===== src/sv/hcitfg_pkg.sv =====
package hcitfg_pkg;

  typedef enum logic [2:0] {
    OP_ACQUIRE = 3'd0,
    OP_RELEASE = 3'd1,
    OP_SEND    = 3'd2,
    OP_REPLY   = 3'd3,
    OP_POOL    = 3'd4,
    OP_ACL_ACK = 3'd5
  } op_t;

  localparam logic [7:0]  PKT_COMMAND      = 8'h01;
  localparam logic [7:0]  PKT_ACL          = 8'h02;
  localparam logic [7:0]  PKT_EVENT        = 8'h04;
  localparam logic [7:0]  EVT_CMD_COMPLETE = 8'h0e;
  localparam logic [7:0]  EVT_CMD_STATUS   = 8'h0f;
  localparam logic [15:0] OPC_NONE         = 16'h0000;
  localparam logic [15:0] OPC_RESERVED     = 16'h0c35;
  localparam logic [7:0]  STATUS_PENDING   = 8'hff;

  localparam logic [16:0] FRAME_MAX     = 17'd260;
  localparam logic [16:0] CMD_HDR_LEN   = 17'd4;
  localparam logic [16:0] ACL_HDR_LEN   = 17'd5;
  localparam logic [16:0] EVT_HDR_LEN   = 17'd3;
  localparam logic [16:0] REPLY_MIN_LEN = 17'd7;

  localparam int unsigned Q_DEPTH = 2;
  localparam int unsigned Q_PTR_W = 1;
  localparam int unsigned Q_CNT_W = 2;

  // state-independent classification of one item
  typedef struct packed {
    logic [2:0]  op;
    logic        cmd_ok;
    logic        acl_ok;
    logic        len_bad;
    logic [10:0] dlen;
    logic        reply_bad;
    logic [15:0] reply_opc;
    logic [7:0]  reply_status;
    logic [15:0] cmd_opc;
  } item_t;

  typedef struct packed {
    logic        accepted;
    logic        deliver;
    logic [10:0] deliver_length;
    logic        return_buffer;
    logic        command_done;
    logic [7:0]  last_status;
    logic        fault_flag;
    logic        owned_flag;
  } result_t;

endpackage


===== src/sv/hcitfg_front.sv =====
module hcitfg_front
  import hcitfg_pkg::*;
(
  input  logic [2:0]  operation,
  input  logic [7:0]  header_byte_0,
  input  logic [7:0]  header_byte_1,
  input  logic [7:0]  header_byte_2,
  input  logic [7:0]  header_byte_3,
  input  logic [7:0]  header_byte_4,
  input  logic [7:0]  header_byte_5,
  input  logic [7:0]  header_byte_6,
  input  logic [15:0] frame_length,
  output item_t       item
);

  logic [16:0] flen;
  logic [16:0] acl_len;
  logic [16:0] evt_len;
  logic [16:0] len;
  logic        flen_ok;
  logic        complete;
  logic [15:0] cmd_opc;

  always_comb begin
    flen    = {1'b0, frame_length};
    acl_len = ACL_HDR_LEN + {1'b0, header_byte_4, header_byte_3};
    evt_len = EVT_HDR_LEN + {9'd0, header_byte_2};
    cmd_opc = {header_byte_2, header_byte_1};
    flen_ok = (flen >= CMD_HDR_LEN) && (flen <= FRAME_MAX);

    if (header_byte_0 == PKT_EVENT) begin
      len = evt_len;
    end else if (header_byte_0 == PKT_ACL) begin
      len = acl_len;
    end else begin
      len = '0;
    end

    complete = (header_byte_1 == EVT_CMD_COMPLETE);

    item.op      = operation;
    item.cmd_ok  = flen_ok && (header_byte_0 == PKT_COMMAND)
                   && (flen == CMD_HDR_LEN + {9'd0, header_byte_3})
                   && (cmd_opc != OPC_NONE) && (cmd_opc != OPC_RESERVED);
    item.acl_ok  = flen_ok && (header_byte_0 == PKT_ACL) && (flen >= ACL_HDR_LEN)
                   && (flen == acl_len);
    item.len_bad = (len == '0) || (len > FRAME_MAX);
    item.dlen    = len[10:0];
    item.reply_bad = (header_byte_0 != PKT_EVENT)
                     || (!complete && (header_byte_1 != EVT_CMD_STATUS))
                     || (len < REPLY_MIN_LEN);
    item.reply_opc    = complete ? {header_byte_5, header_byte_4}
                                 : {header_byte_6, header_byte_5};
    item.reply_status = complete ? header_byte_6 : header_byte_3;
    item.cmd_opc      = cmd_opc;
  end

endmodule


===== src/sv/hcitfg_queue.sv =====
module hcitfg_queue
  import hcitfg_pkg::*;
(
  input  logic  clk,
  input  logic  rst_n,
  input  logic  push,
  input  item_t push_item,
  output logic  full,
  input  logic  pop,
  output logic  pop_valid,
  output item_t pop_item
);

  item_t              mem_r [Q_DEPTH];
  logic [Q_PTR_W-1:0] wr_ptr_r;
  logic [Q_PTR_W-1:0] rd_ptr_r;
  logic [Q_CNT_W-1:0] count_r;
  logic [Q_CNT_W-1:0] count_nxt;

  assign full      = (count_r == Q_CNT_W'(Q_DEPTH));
  assign pop_valid = (count_r != '0);
  assign pop_item  = mem_r[rd_ptr_r];

  always_comb begin
    count_nxt = count_r;
    if (push && !pop) begin
      count_nxt = count_r + 1'b1;
    end else if (pop && !push) begin
      count_nxt = count_r - 1'b1;
    end
  end

  always_ff @(posedge clk) begin
    if (!rst_n) begin
      wr_ptr_r <= '0;
      rd_ptr_r <= '0;
      count_r  <= '0;
    end else begin
      if (push) begin
        wr_ptr_r <= wr_ptr_r + 1'b1;
      end
      if (pop) begin
        rd_ptr_r <= rd_ptr_r + 1'b1;
      end
      count_r <= count_nxt;
    end
  end

  always_ff @(posedge clk) begin
    if (push) begin
      mem_r[wr_ptr_r] <= push_item;
    end
  end

  a_no_overflow: assert property (@(posedge clk) disable iff (!rst_n)
    push |-> !full || pop)
    else $error("queue written while full");

  a_no_underflow: assert property (@(posedge clk) disable iff (!rst_n)
    pop |-> pop_valid)
    else $error("queue read while empty");

  a_count_drop: assert property (@(posedge clk) disable iff (!rst_n)
    (pop && !push) |=> count_r == $past(count_r) - 1'b1)
    else $error("queue count lost track of a pop");

endmodule


===== src/sv/hcitfg_back.sv =====
module hcitfg_back
  import hcitfg_pkg::*;
(
  input  logic    clk,
  input  logic    rst_n,
  input  logic    q_valid,
  input  item_t   q_item,
  output logic    q_pop,
  output logic    out_valid,
  input  logic    out_ready,
  output result_t out_res
);

  logic        is_owned_r, is_owned_nxt;
  logic        has_started_r, has_started_nxt;
  logic        has_fault_r, has_fault_nxt;
  logic        cmd_busy_r, cmd_busy_nxt;
  logic        acl_busy_r, acl_busy_nxt;
  logic [15:0] awaited_r, awaited_nxt;
  logic [7:0]  status_r, status_nxt;
  logic        out_valid_r;
  result_t     out_res_r, res_nxt;
  logic        is_pool;

  assign q_pop     = q_valid && (!out_valid_r || out_ready);
  assign out_valid = out_valid_r;
  assign out_res   = out_res_r;

  always_comb begin
    is_owned_nxt    = is_owned_r;
    has_started_nxt = has_started_r;
    has_fault_nxt   = has_fault_r;
    cmd_busy_nxt    = cmd_busy_r;
    acl_busy_nxt    = acl_busy_r;
    awaited_nxt     = awaited_r;
    status_nxt      = status_r;
    res_nxt         = '0;
    is_pool         = (op_t'(q_item.op) == OP_POOL);

    case (op_t'(q_item.op))
      OP_ACQUIRE: begin
        if (!is_owned_r && !(has_started_r && has_fault_r)) begin
          acl_busy_nxt    = 1'b0;
          cmd_busy_nxt    = 1'b0;
          awaited_nxt     = OPC_NONE;
          status_nxt      = STATUS_PENDING;
          has_fault_nxt   = 1'b0;
          has_started_nxt = 1'b1;
          is_owned_nxt    = 1'b1;
          res_nxt.accepted = 1'b1;
        end
      end
      OP_RELEASE: begin
        if (is_owned_r) begin
          is_owned_nxt     = 1'b0;
          has_fault_nxt    = 1'b0;
          res_nxt.accepted = 1'b1;
        end
      end
      OP_SEND: begin
        if (is_owned_r && !has_fault_r) begin
          if (q_item.cmd_ok && !cmd_busy_r) begin
            cmd_busy_nxt     = 1'b1;
            awaited_nxt      = q_item.cmd_opc;
            status_nxt       = STATUS_PENDING;
            res_nxt.accepted = 1'b1;
          end else if (q_item.acl_ok && !acl_busy_r) begin
            acl_busy_nxt     = 1'b1;
            res_nxt.accepted = 1'b1;
          end
        end
      end
      OP_REPLY, OP_POOL: begin
        if (!is_owned_r) begin
          res_nxt.return_buffer = is_pool;
        end else if (q_item.len_bad) begin
          has_fault_nxt         = 1'b1;
          res_nxt.return_buffer = is_pool;
        end else if (is_pool) begin
          res_nxt.deliver        = 1'b1;
          res_nxt.deliver_length = q_item.dlen;
          res_nxt.return_buffer  = 1'b1;
        end else if (q_item.reply_bad) begin
          has_fault_nxt = 1'b1;
        end else if (q_item.reply_opc == awaited_r) begin
          res_nxt.deliver        = 1'b1;
          res_nxt.deliver_length = q_item.dlen;
          res_nxt.command_done   = 1'b1;
          status_nxt             = q_item.reply_status;
          awaited_nxt            = OPC_NONE;
          // a match with no command outstanding is a surplus reply
          if (cmd_busy_r) begin
            cmd_busy_nxt = 1'b0;
          end else begin
            has_fault_nxt = 1'b1;
          end
        end
      end
      OP_ACL_ACK: begin
        if (is_owned_r && acl_busy_r) begin
          acl_busy_nxt = 1'b0;
        end
      end
      default: begin
      end
    endcase

    res_nxt.last_status = status_nxt;
    res_nxt.fault_flag  = has_fault_nxt;
    res_nxt.owned_flag  = is_owned_nxt;
  end

  always_ff @(posedge clk) begin
    if (!rst_n) begin
      is_owned_r    <= 1'b0;
      has_started_r <= 1'b0;
      has_fault_r   <= 1'b0;
      cmd_busy_r    <= 1'b0;
      acl_busy_r    <= 1'b0;
      awaited_r     <= OPC_NONE;
      status_r      <= STATUS_PENDING;
      out_valid_r   <= 1'b0;
    end else begin
      if (q_pop) begin
        is_owned_r    <= is_owned_nxt;
        has_started_r <= has_started_nxt;
        has_fault_r   <= has_fault_nxt;
        cmd_busy_r    <= cmd_busy_nxt;
        acl_busy_r    <= acl_busy_nxt;
        awaited_r     <= awaited_nxt;
        status_r      <= status_nxt;
        out_valid_r   <= 1'b1;
      end else if (out_ready) begin
        out_valid_r <= 1'b0;
      end
    end
  end

  always_ff @(posedge clk) begin
    if (q_pop) begin
      out_res_r <= res_nxt;
    end
  end

  a_done_delivers: assert property (@(posedge clk) disable iff (!rst_n)
    (out_valid_r && out_res_r.command_done) |-> out_res_r.deliver)
    else $error("command done without delivered reply");

  a_acquire_clears: assert property (@(posedge clk) disable iff (!rst_n)
    (q_pop && op_t'(q_item.op) == OP_ACQUIRE && !is_owned_r
     && !(has_started_r && has_fault_r))
    |=> is_owned_r && !cmd_busy_r && !acl_busy_r && status_r == STATUS_PENDING)
    else $error("acquire left stale state");

  a_release_clears: assert property (@(posedge clk) disable iff (!rst_n)
    (q_pop && op_t'(q_item.op) == OP_RELEASE && is_owned_r)
    |=> !is_owned_r && !has_fault_r)
    else $error("release kept ownership or fault");

  a_deliver_len: assert property (@(posedge clk) disable iff (!rst_n)
    (out_valid_r && out_res_r.deliver)
    |-> out_res_r.deliver_length >= EVT_HDR_LEN[10:0]
        && {6'd0, out_res_r.deliver_length} <= FRAME_MAX)
    else $error("delivered length out of range");

endmodule


===== src/sv/hci_transport_flow_gate.sv =====
// host-side hci transport gate: ownership, command/acl credits, event framing
// in channel: in_valid/in_ready with the operation, seven header bytes and the
// frame length of a send; each item gives exactly one result item
// out channel: out_valid/out_ready with the flags, delivered length, latched
// command status and the ownership and fault state after the item
// the front classifies the header (lengths, types, opcodes) with no state and
// writes a 2-entry queue; the back applies the item to the credit and
// ownership state and loads the output register
// result path: an accepted item is written to the queue, then popped into the output
// register
// throughput: one item per cycle; in_ready drops only when the queue is full,
// i.e. two items wait behind a result the receiver has not taken
// a stalled receiver freezes the output register and the back; the front keeps
// taking items until the queue fills
// reset: not owned, no fault, both credits free, status 255, queue empty,
// no result pending; no clearing pass
module hci_transport_flow_gate
  import hcitfg_pkg::*;
(
  input  logic        clk,
  input  logic        rst_n,
  input  logic        in_valid,
  output logic        in_ready,
  input  logic [2:0]  in_operation,
  input  logic [7:0]  in_header_byte_0,
  input  logic [7:0]  in_header_byte_1,
  input  logic [7:0]  in_header_byte_2,
  input  logic [7:0]  in_header_byte_3,
  input  logic [7:0]  in_header_byte_4,
  input  logic [7:0]  in_header_byte_5,
  input  logic [7:0]  in_header_byte_6,
  input  logic [15:0] in_frame_length,
  output logic        out_valid,
  input  logic        out_ready,
  output logic        out_accepted,
  output logic        out_deliver,
  output logic [10:0] out_deliver_length,
  output logic        out_return_buffer,
  output logic        out_command_done,
  output logic [7:0]  out_last_status,
  output logic        out_fault_flag,
  output logic        out_owned_flag
);

  item_t   fr_item;
  item_t   q_item;
  logic    q_full;
  logic    q_valid;
  logic    q_pop;
  logic    push;
  result_t res;

  assign in_ready = !q_full;
  assign push     = in_valid && in_ready;

  hcitfg_front u_front (
    .operation     (in_operation),
    .header_byte_0 (in_header_byte_0),
    .header_byte_1 (in_header_byte_1),
    .header_byte_2 (in_header_byte_2),
    .header_byte_3 (in_header_byte_3),
    .header_byte_4 (in_header_byte_4),
    .header_byte_5 (in_header_byte_5),
    .header_byte_6 (in_header_byte_6),
    .frame_length  (in_frame_length),
    .item          (fr_item)
  );

  hcitfg_queue u_queue (
    .clk       (clk),
    .rst_n     (rst_n),
    .push      (push),
    .push_item (fr_item),
    .full      (q_full),
    .pop       (q_pop),
    .pop_valid (q_valid),
    .pop_item  (q_item)
  );

  hcitfg_back u_back (
    .clk       (clk),
    .rst_n     (rst_n),
    .q_valid   (q_valid),
    .q_item    (q_item),
    .q_pop     (q_pop),
    .out_valid (out_valid),
    .out_ready (out_ready),
    .out_res   (res)
  );

  assign out_accepted       = res.accepted;
  assign out_deliver        = res.deliver;
  assign out_deliver_length = res.deliver_length;
  assign out_return_buffer  = res.return_buffer;
  assign out_command_done   = res.command_done;
  assign out_last_status    = res.last_status;
  assign out_fault_flag     = res.fault_flag;
  assign out_owned_flag     = res.owned_flag;

endmodule


===== config.mk =====
export PLATFORM = sky130hd
export DESIGN_NAME = hci_transport_flow_gate
export DESIGN_NICKNAME = d
export VERILOG_FILES = /design/src/sv/hcitfg_pkg.sv /design/src/sv/hcitfg_front.sv /design/src/sv/hcitfg_queue.sv /design/src/sv/hcitfg_back.sv /design/src/sv/hci_transport_flow_gate.sv
export SDC_FILE = /design/constraint.sdc
export NUM_CORES = 1
export LEC_CHECK = 0
export BUFFER_PORTS_ARGS = -buffer_cell sky130_fd_sc_hd__buf_2
export CAP_MARGIN = 15
export CORE_MARGIN = 10
export CORE_UTILIZATION = 51
export CTS_CLUSTER_DIAMETER = 30
export CTS_CLUSTER_SIZE = 28
export DETAILED_ROUTE_END_ITERATION = 6
export PLACE_DENSITY = 0.72
export SYNTH_ARGS = -nofsm -noshare
export SYNTH_HDL_FRONTEND = slang
export SYNTH_SLANG_ARGS = --single-unit

===== constraint.sdc =====
create_clock -name clk -period 10.6 [get_ports clk]
set_input_delay 1.06 -clock clk [delete_from_list [all_inputs] [get_ports clk]]
set_output_delay 1.06 -clock clk [all_outputs]
set_load 0.005 [all_outputs]

==> summary.md, run 1 <==
| Metric | Value |
|---|---|
| Commonest non-fill, non-tap cell in the layout | `edfxtp_1` |
| CP endpoint kind | `flip-flop` |
| Post-layout net count | `860` |
| Total wire length | `20.2 mm` |
| Dpl hpwl | `approximately 15 mm` |
| Worst EP arrival | `a little over 4 ns` |
| TritonCTS clock tree | `yes` |
| Crit path kind | `reg2reg` |
| H-tree Lvls | `4` |
| First-pass GRT wire length | `31.9 mm` |
| Area Growth Syn to Fin | `15.5%` |
| Clock slew at reported path FFs | `0.07 ns` |
| Hold buffers post-CTS | `0` |
| Largest cells by area after synthesis | `edfxtp_1, dfxtp_1, mux2i_1` |
| Initial Util | `52.6%` |
| Peak VDD IR | `about 0.13 mV` |
| Worst Path Required | `10.97 ns` |
| Vias/cell | `5.88` |
| Vias | `slightly below 6000` |
| RSZ-0062 raised after global routing | `no` |
| Layout cells sized above 1 | `23.6%` |
| Cell Pwr Density | `approximately 210 mW/mm²` |
| Gr ovfl total | `0` |
| Rows | `46` |
| Root Driver | `clkbuf_16` |
| Clk buf depth | `2` |
| Yosys warning total | `0` |
| Total Routing Usage GR | `about 18%` |
| Number of I/O pins | `~110` |
| Setup TNS | `0 ns` |
| Post-CTS sizing | `0` |
| Synth async-reset ratio | `0%` |
| Least-Margin Pin Slew | `1.03 ns` |
| Most frequent cells in the layout | `edfxtp_1, buf_2, mux2i_1` |
| Clk sinks | `between 150 and 200` |
| Synth top area share | `about 50%` |
| Die Area | `0.0221 mm²` |
| Crit Path Max Fanout | `45` |
| Number of iterations in the first detailed-routing pass | `5` |
| Antenna-violating nets left | `0` |
| Pleak | `3.49 nW` |
| Max cap viols | `0` |
| Final setup fails | `0` |
| Sequential fraction of the synthesis area | `58.4%` |
| Top FF cell, synth | `edfxtp_1` |
| Max-slew violation count | `0` |
| Initial antenna violation count | `0` |
| Inserted Clock Buffers | `17` |
| Drt initial violations | `between 400 and 500` |
| Post-synth top area cell | `edfxtp_1` |
| F_max | `~270 MHz` |
| Syn Std Cell Area | `around 0.0084 mm²` |
| Core area | `0.0161 mm²` |
| Mapped Cells | `675` |
| Worst Hold Class | `reg2reg` |
| Chip width | `149 µm` |
| Setup Buffers After CTS | `0` |
| Fin crit period | `3.71 ns` |
| Crit start category | `flip-flop` |
| Avg WL per Cell | `20.1 µm` |
| Final Non-Filler Cells | `around 1000` |
| Die Height | `149 µm` |
| Clock Skew | `0.00805 ns` |
| Vias in the first global route | `5914` |
| DRC | `0` |
| Cell variety after synth | `64` |
| Slew margin rel. | `30.7%` |
| Post-synth EDFFs | `141` |
| Final worst-path cycle share | `35.0%` |
| Port-buffer cells | `105` |
| Mapped Nets | `760` |
| Largest net degree at the start of global routing | `60` |
| Routability congestion estimate | `~0.97` |
| Post-layout util | `60.8%` |
| Number of diodes | `0` |
| Syn avg cell area | `12.5 µm²` |
| Final hold vios | `0` |
| Flops & latches, synth | `176` |
| Outcome | `finished, final reports clean` |
| Placed Cells incl. Taps | `972` |
| Clock Latency Late Sink | `0.43 ns` |
flip-flops by register name, summed over array words and instances (netlist names), 2 cells and up, named ones only:
| name | flops |
|---|---|
| u_back.out_res | 25 |
| u_back.awaited_r | 16 |
| u_back.status_r | 8 |
| u_queue.count_r | 2 |
| u_queue.mem_r | 116 |
worst max-delay path, stage by stage, from the launching register on:
cell and delay, ns:
dfxtp_4 0.62, buf_4 0.65, mux2_2 0.49, inv_1 0.12, a21oi_1 0.07, a21oi_1 0.60
a31oi_1 0.15, o31ai_2 0.64, o32a_1 0.28
kinds of logic (layout without fill, tap and decap cells):
logic type               Yosys count  in the layout  share of synthesized area (%)
AND/OR/NAND/NOR                  190            190                           11.8
flip-flops                       176            176                           58.4
AO/OA/AOI/OAI                    122            122                           10.6
multiplexers                      87             87                           10.7
XOR/XNOR                          53             53                           5.49
buffers and inverters             41            154                           2.04
adder cells (fa/ha/maj)            6              6                          0.888
cell usage after synthesis (all sizes together), types with 4 or more instances:
| library cell | n |
|---|---|
| a31oi | 7 |
| xor2 | 35 |
| nand2 | 31 |
| dfxtp | 35 |
| nand2b | 4 |
| a21oi | 26 |
| edfxtp | 141 |
| buf | 13 |
| a21o | 4 |
| inv | 12 |
| and2 | 5 |
| xnor2 | 18 |
| o21ai | 20 |
| o31ai | 4 |
| nand3 | 20 |
| nor3 | 17 |
| o2bb2ai | 16 |
| ha | 6 |
| clkbuf | 15 |
| nor4 | 8 |
| nor2b | 15 |
| nor2 | 44 |
| or3 | 8 |
| and3 | 4 |
| mux2 | 26 |
| o32a | 16 |
| mux2i | 61 |
| nor3b | 7 |
| nand4 | 11 |
routing by layer:
layer  GRT usage, %  routed length, µm  vias to the layer above
met5              0                  0                        -
met4           7.38                485                        0
met3           5.34               1510                       35
met2           28.4               9400                      242
met1           23.7               8810                     2835
li1               -                  -                     2787
path summary, 6_finish.rpt:
path | startpoint | end | slack [ns] | cells after the start
max | flip-flop | u_back.status_r[4]$_SDFFE_PN1P_ | 6.89 | 8
min | u_back.awaited_r[8]$_SDFFE_PN0P_ | u_back.awaited_r[8]$_SDFFE_PN0P_ | 0.48 | 1
max reg2reg | flip-flop | u_back.status_r[4]$_SDFFE_PN1P_ | 6.89 | 8
min reg2reg | u_back.awaited_r[8]$_SDFFE_PN0P_ | u_back.awaited_r[8]$_SDFFE_PN0P_ | 0.48 | 1
per-stage QoR:
| stage | setup slack (ns) | area (µm²) | hold WS, ns | power (mW) |
|---|---|---|---|---|
| 6_report | 6.89 | 9760 | 0.483 | 2.04 |
| 5_1_grt | 6.57 | 9760 | 0.495 | 2.15 |
| 4_1_cts | 6.87 | 9760 | 0.483 | 2.06 |
| 3_5_place_dp | 6.61 | 9170 | 0.469 | 1.45 |
| 3_3_place_gp | 6.81 | 9170 | 0.466 | 1.43 |
| 2_1_floorplan | 6.54 | 8450 | 0.452 | 1.28 |
final cells by class:
class	instances	area, µm²
Clock inverter	15	161
Clock buffer	17	425
Sequential cell	176	4940
Fill cell	1289	6300
Multi-Input combinational cell	458	3360
Inverter	13	48.8
Timing Repair Buffer	109	556
Tap cell	216	270
power breakdown:
group | internal, mW | switching [mW] | total [mW]
Sequential | 0.899 | 0.0553 | 0.954
Clock | 0.318 | 0.296 | 0.614
Combinational | 0.193 | 0.280 | 0.473
Total | 1.41 | 0.631 | 2.04
Note: power is estimated with default switching activity, not from simulation.
==> run 2: changes to the inputs <==
--- a/config.mk
+++ b/config.mk
@@ -5,6 +5,7 @@
 export SDC_FILE = /design/constraint.sdc
 export NUM_CORES = 1
 export LEC_CHECK = 0
+export ABC_AREA = 1
 export BUFFER_PORTS_ARGS = -buffer_cell sky130_fd_sc_hd__buf_2
 export CAP_MARGIN = 15
 export CORE_MARGIN = 10
@@ -12,7 +13,7 @@
 export CTS_CLUSTER_DIAMETER = 30
 export CTS_CLUSTER_SIZE = 28
 export DETAILED_ROUTE_END_ITERATION = 6
-export PLACE_DENSITY = 0.72
+export PLACE_DENSITY = 0.74
 export SYNTH_ARGS = -nofsm -noshare
 export SYNTH_HDL_FRONTEND = slang
 export SYNTH_SLANG_ARGS = --single-unit
==> constraint.sdc (replaced) <==
create_clock -name clk -period 3 [get_ports clk]
set_input_delay 0.3 -clock clk [delete_from_list [all_inputs] [get_ports clk]]
set_output_delay 0.3 -clock clk [all_outputs]
set_load 0.005 [all_outputs]
==> summary.md, run 2 <==
| Metric | Value |
|---|---|
| Outcome | `finished, final reports clean` |
| Final hold vios | `0 (unchanged)` |
| Clk buf depth | `2 (unchanged)` |
| Yosys warning total | `0 (unchanged)` |
| Root Driver | `clkbuf_16` |
| Pleak | `4.36 nW (+25%)` |
| Total Routing Usage GR | `19.3% (+0.97 points)` |
| Crit start category | `flip-flop` |
| Hold buffers post-CTS | `0 (unchanged)` |
| Synth async-reset ratio | `0% (unchanged)` |
| Sequential fraction of the synthesis area | `55.1% (-3.3 points)` |
| Synth cell count leaders | `nand2_1, edfxtp_1, inv_1` |
| Flops & latches, synth | `176 (unchanged)` |
| Mapped Nets | `1137 (+50%)` |
| Top FF cell, synth | `edfxtp_1` |
| Final Non-Filler Cells | `1397 (+39%)` |
| Dpl hpwl | `16.9 mm (+14%)` |
| Vias | `7474 (+27%)` |
| Vias in the first global route | `6991 (+18%)` |
| Clock Latency Late Sink | `0.44 ns (about the same)` |
| Largest net degree at the start of global routing | `60 (unchanged)` |
| Initial Util | `51.9% (-0.68 points)` |
| Worst Path Required | `3.16 ns (-7.81 ns)` |
| Commonest non-fill, non-tap cell in the layout | `nand2_1` |
| Placed Cells incl. Taps | `1365 (+40%)` |
| Most used cell, CP | `nand2_1` |
| Die Height | `152 µm (+2.5%)` |
| Syn Std Cell Area | `0.00895 mm² (+6.0%)` |
| Most frequent cells in the layout | `nand2_1, edfxtp_1, inv_1` |
| Crit path kind | `reg2reg` |
| Routability congestion estimate | `0.928 (-4.3%)` |
| Inserted Clock Buffers | `17 (unchanged)` |
| Cell variety after synth | `46 (-28%)` |
| Mapped Cells | `1052 (+56%)` |
| Peak VDD IR | `0.894 mV (+600%)` |
| Avg WL per Cell | `16.5 µm (-18%)` |
| Slew margin rel. | `53.8% (+23 points)` |
| Drt initial violations | `603 (+32%)` |
| Crit path cell chain | `buf_4 > nand2_1 > nand3_1 > nand2_1 > nor2_1 > nand2_1 > nor2_1 > and2_2 > nand3_2 > o211ai_1 > a21boi_0` |
| Setup Buffers After CTS | `0 (unchanged)` |
| Layout cells sized above 1 | `15.4% (-8.2 points)` |
| Least-Margin Pin Slew | `0.691 ns (-0.343 ns)` |
| Total wire length | `23.1 mm (+14%)` |
| Gr ovfl total | `0 (unchanged)` |
| Synth top area share | `47.3% (-2.8 points)` |
| Reg with most FFs | `u_queue.mem_r` |
| Post-synth EDFFs | `141 (unchanged)` |
| Fin crit period | `2.55 ns (-1.16 ns)` |
| Vias/cell | `5.35 (-8.9%)` |
| Clk sinks | `176 (unchanged)` |
| Number of flip-flops in the largest register | `116 (unchanged)` |
| H-tree Lvls | `4 (unchanged)` |
| Worst Hold Class | `in2reg` |
| Rows | `48 (+4.3%)` |
| Clock Skew | `0.00951 ns (+0.00147 ns)` |
| Number of iterations in the first detailed-routing pass | `5 (unchanged)` |
| Core area | `0.0172 mm² (+7.3%)` |
| Port-buffer cells | `105 (unchanged)` |
| Chip width | `152 µm (+2.5%)` |
| RSZ-0062 raised after global routing | `no` |
| Antenna-violating nets left | `0 (unchanged)` |
| Final setup fails | `0 (unchanged)` |
| Syn avg cell area | `8.51 µm² (-32%)` |
| DRC | `0 (unchanged)` |
| Number of diodes | `0 (unchanged)` |
| Max cap viols | `0 (unchanged)` |
| Clock slew at reported path FFs | `0.07 ns (about the same)` |
| TritonCTS clock tree | `yes` |
| Post-synth top area cell | `edfxtp_1` |
| Initial antenna violation count | `0 (unchanged)` |
| Max-slew violation count | `0 (unchanged)` |
| Largest cells by area after synthesis | `edfxtp_1, nand2_1, dfxtp_1` |
| Cell Pwr Density | `795 mW/mm² (+280%)` |
| Area Growth Syn to Fin | `15.9%` |
| First-pass GRT wire length | `36.3 mm (+14%)` |
| Crit path largest cell delay | `0.36 ns (-0.29 ns)` |
| Slowest stage cell, crit path | `buf_4` |
| F_max | `392 MHz (+46%)` |
| Post-layout net count | `1244 (+45%)` |
| Post-CTS sizing | `0 (unchanged)` |
| Final worst-path cycle share | `84.9% (+50 points)` |
| Crit Path Max Fanout | `34 (-24%)` |
| Die Area | `0.0233 mm² (+5.1%)` |
| Number of I/O pins | `106 (unchanged)` |
| Setup TNS | `0 ns (unchanged)` |
| CP endpoint kind | `flip-flop` |
| Worst EP arrival | `2.71 ns (-1.37 ns)` |
| Cell with the most instances after synthesis | `nand2_1` |
[run 2: cell types whose count changed after synthesis, sizes merged, moves of 8 or more]
cell	previous run	this run
xor2	35	15
nor2b	15	0
xnor2	18	6
o32a	16	0
o21ai	20	44
inv	12	114
mux2	26	1
nand3	20	57
a21oi	26	88
nor2	44	101
or3	8	0
o2bb2ai	16	0
mux2i	61	0
nand2	31	322
[run 2: layout make-up]
| class | count | area [µm²] |
|---|---|---|
| Fill cell | 1495 | 6860 |
| Sequential cell | 176 | 4940 |
| Multi-Input combinational cell | 728 | 3450 |
| Timing Repair Buffer | 119 | 656 |
| Inverter | 117 | 442 |
| Clock buffer | 17 | 425 |
| Tap cell | 225 | 282 |
| Clock inverter | 15 | 181 |
[run 2: logic make-up after synthesis]
kind of cell	share of synthesized area, %
DFF	55.1
buffers and inverters	6.61
and+or+nand+nor	24.6
AOI/OAI and AO/OA	10.7
adders and majority gates	0.839
muxes	0.126
xor gates and xnor gates	2.05
[run 2: per-layer routing]
metal | track usage, % | part of all wire (%)
met1 | 23.6 | 42
met4 | 5.86 | 1.7
met2 | 33.4 | 50
met3 | 4.09 | 6.2
met5 | 0 | 0
[run 2: critical path: cells and delay by family, from the launching register on]
| kind | cells | cell delay, ns |
|---|---|---|
| simple gates | 8 | 1.11 |
| flops | 1 | 0.33 |
| buf+inv | 1 | 0.36 |
| compound gates | 2 | 0.47 |
[run 2: stage by stage]
| step | setup WS [ns] | cell area [µm²] | util (%) | hold slack [ns] | power, mW |
|---|---|---|---|---|---|
| after floorplan | 0.470 | 8960 | - | 0.399 | 5.24 |
| after global placement | 0.480 | 9770 | 56.7 | 0.424 | 6.01 |
| after detailed placement | 0.486 | 9770 | 56.7 | 0.446 | 6.07 |
| after CTS | 0.448 | 10400 | 60.2 | 0.0502 | 8.26 |
| after global routing | 0.169 | 10400 | 60.2 | 0.0583 | 8.75 |
| final | 0.452 | 10400 | 60.2 | 0.0594 | 8.24 |
[run 2: final timing paths]
| check | startpoint | end | slack [ns] | cells past startpoint |
|---|---|---|---|---|
| worst min register to register | u_back.has_started_r$_SDFFE_PN0P_ | u_back.has_started_r$_SDFFE_PN0P_ | 0.46 | 2 |
| worst max-delay path | flip-flop | u_back.out_res[9]$_DFFE_PP_ | 0.45 | 11 |
| worst max register to register | flip-flop | u_back.out_res[9]$_DFFE_PP_ | 0.45 | 11 |
| worst min-delay path | in_operation[2] | u_queue.mem_r[1][57]$_DFFE_PP_ | 0.06 | 1 |
[run 2: where the power goes]
part	internal [mW]	switching, mW	leakage, nW
Clock	1.14	1.08	0.299
Sequential	3.23	0.138	1.61
Combinational	0.838	1.82	2.46
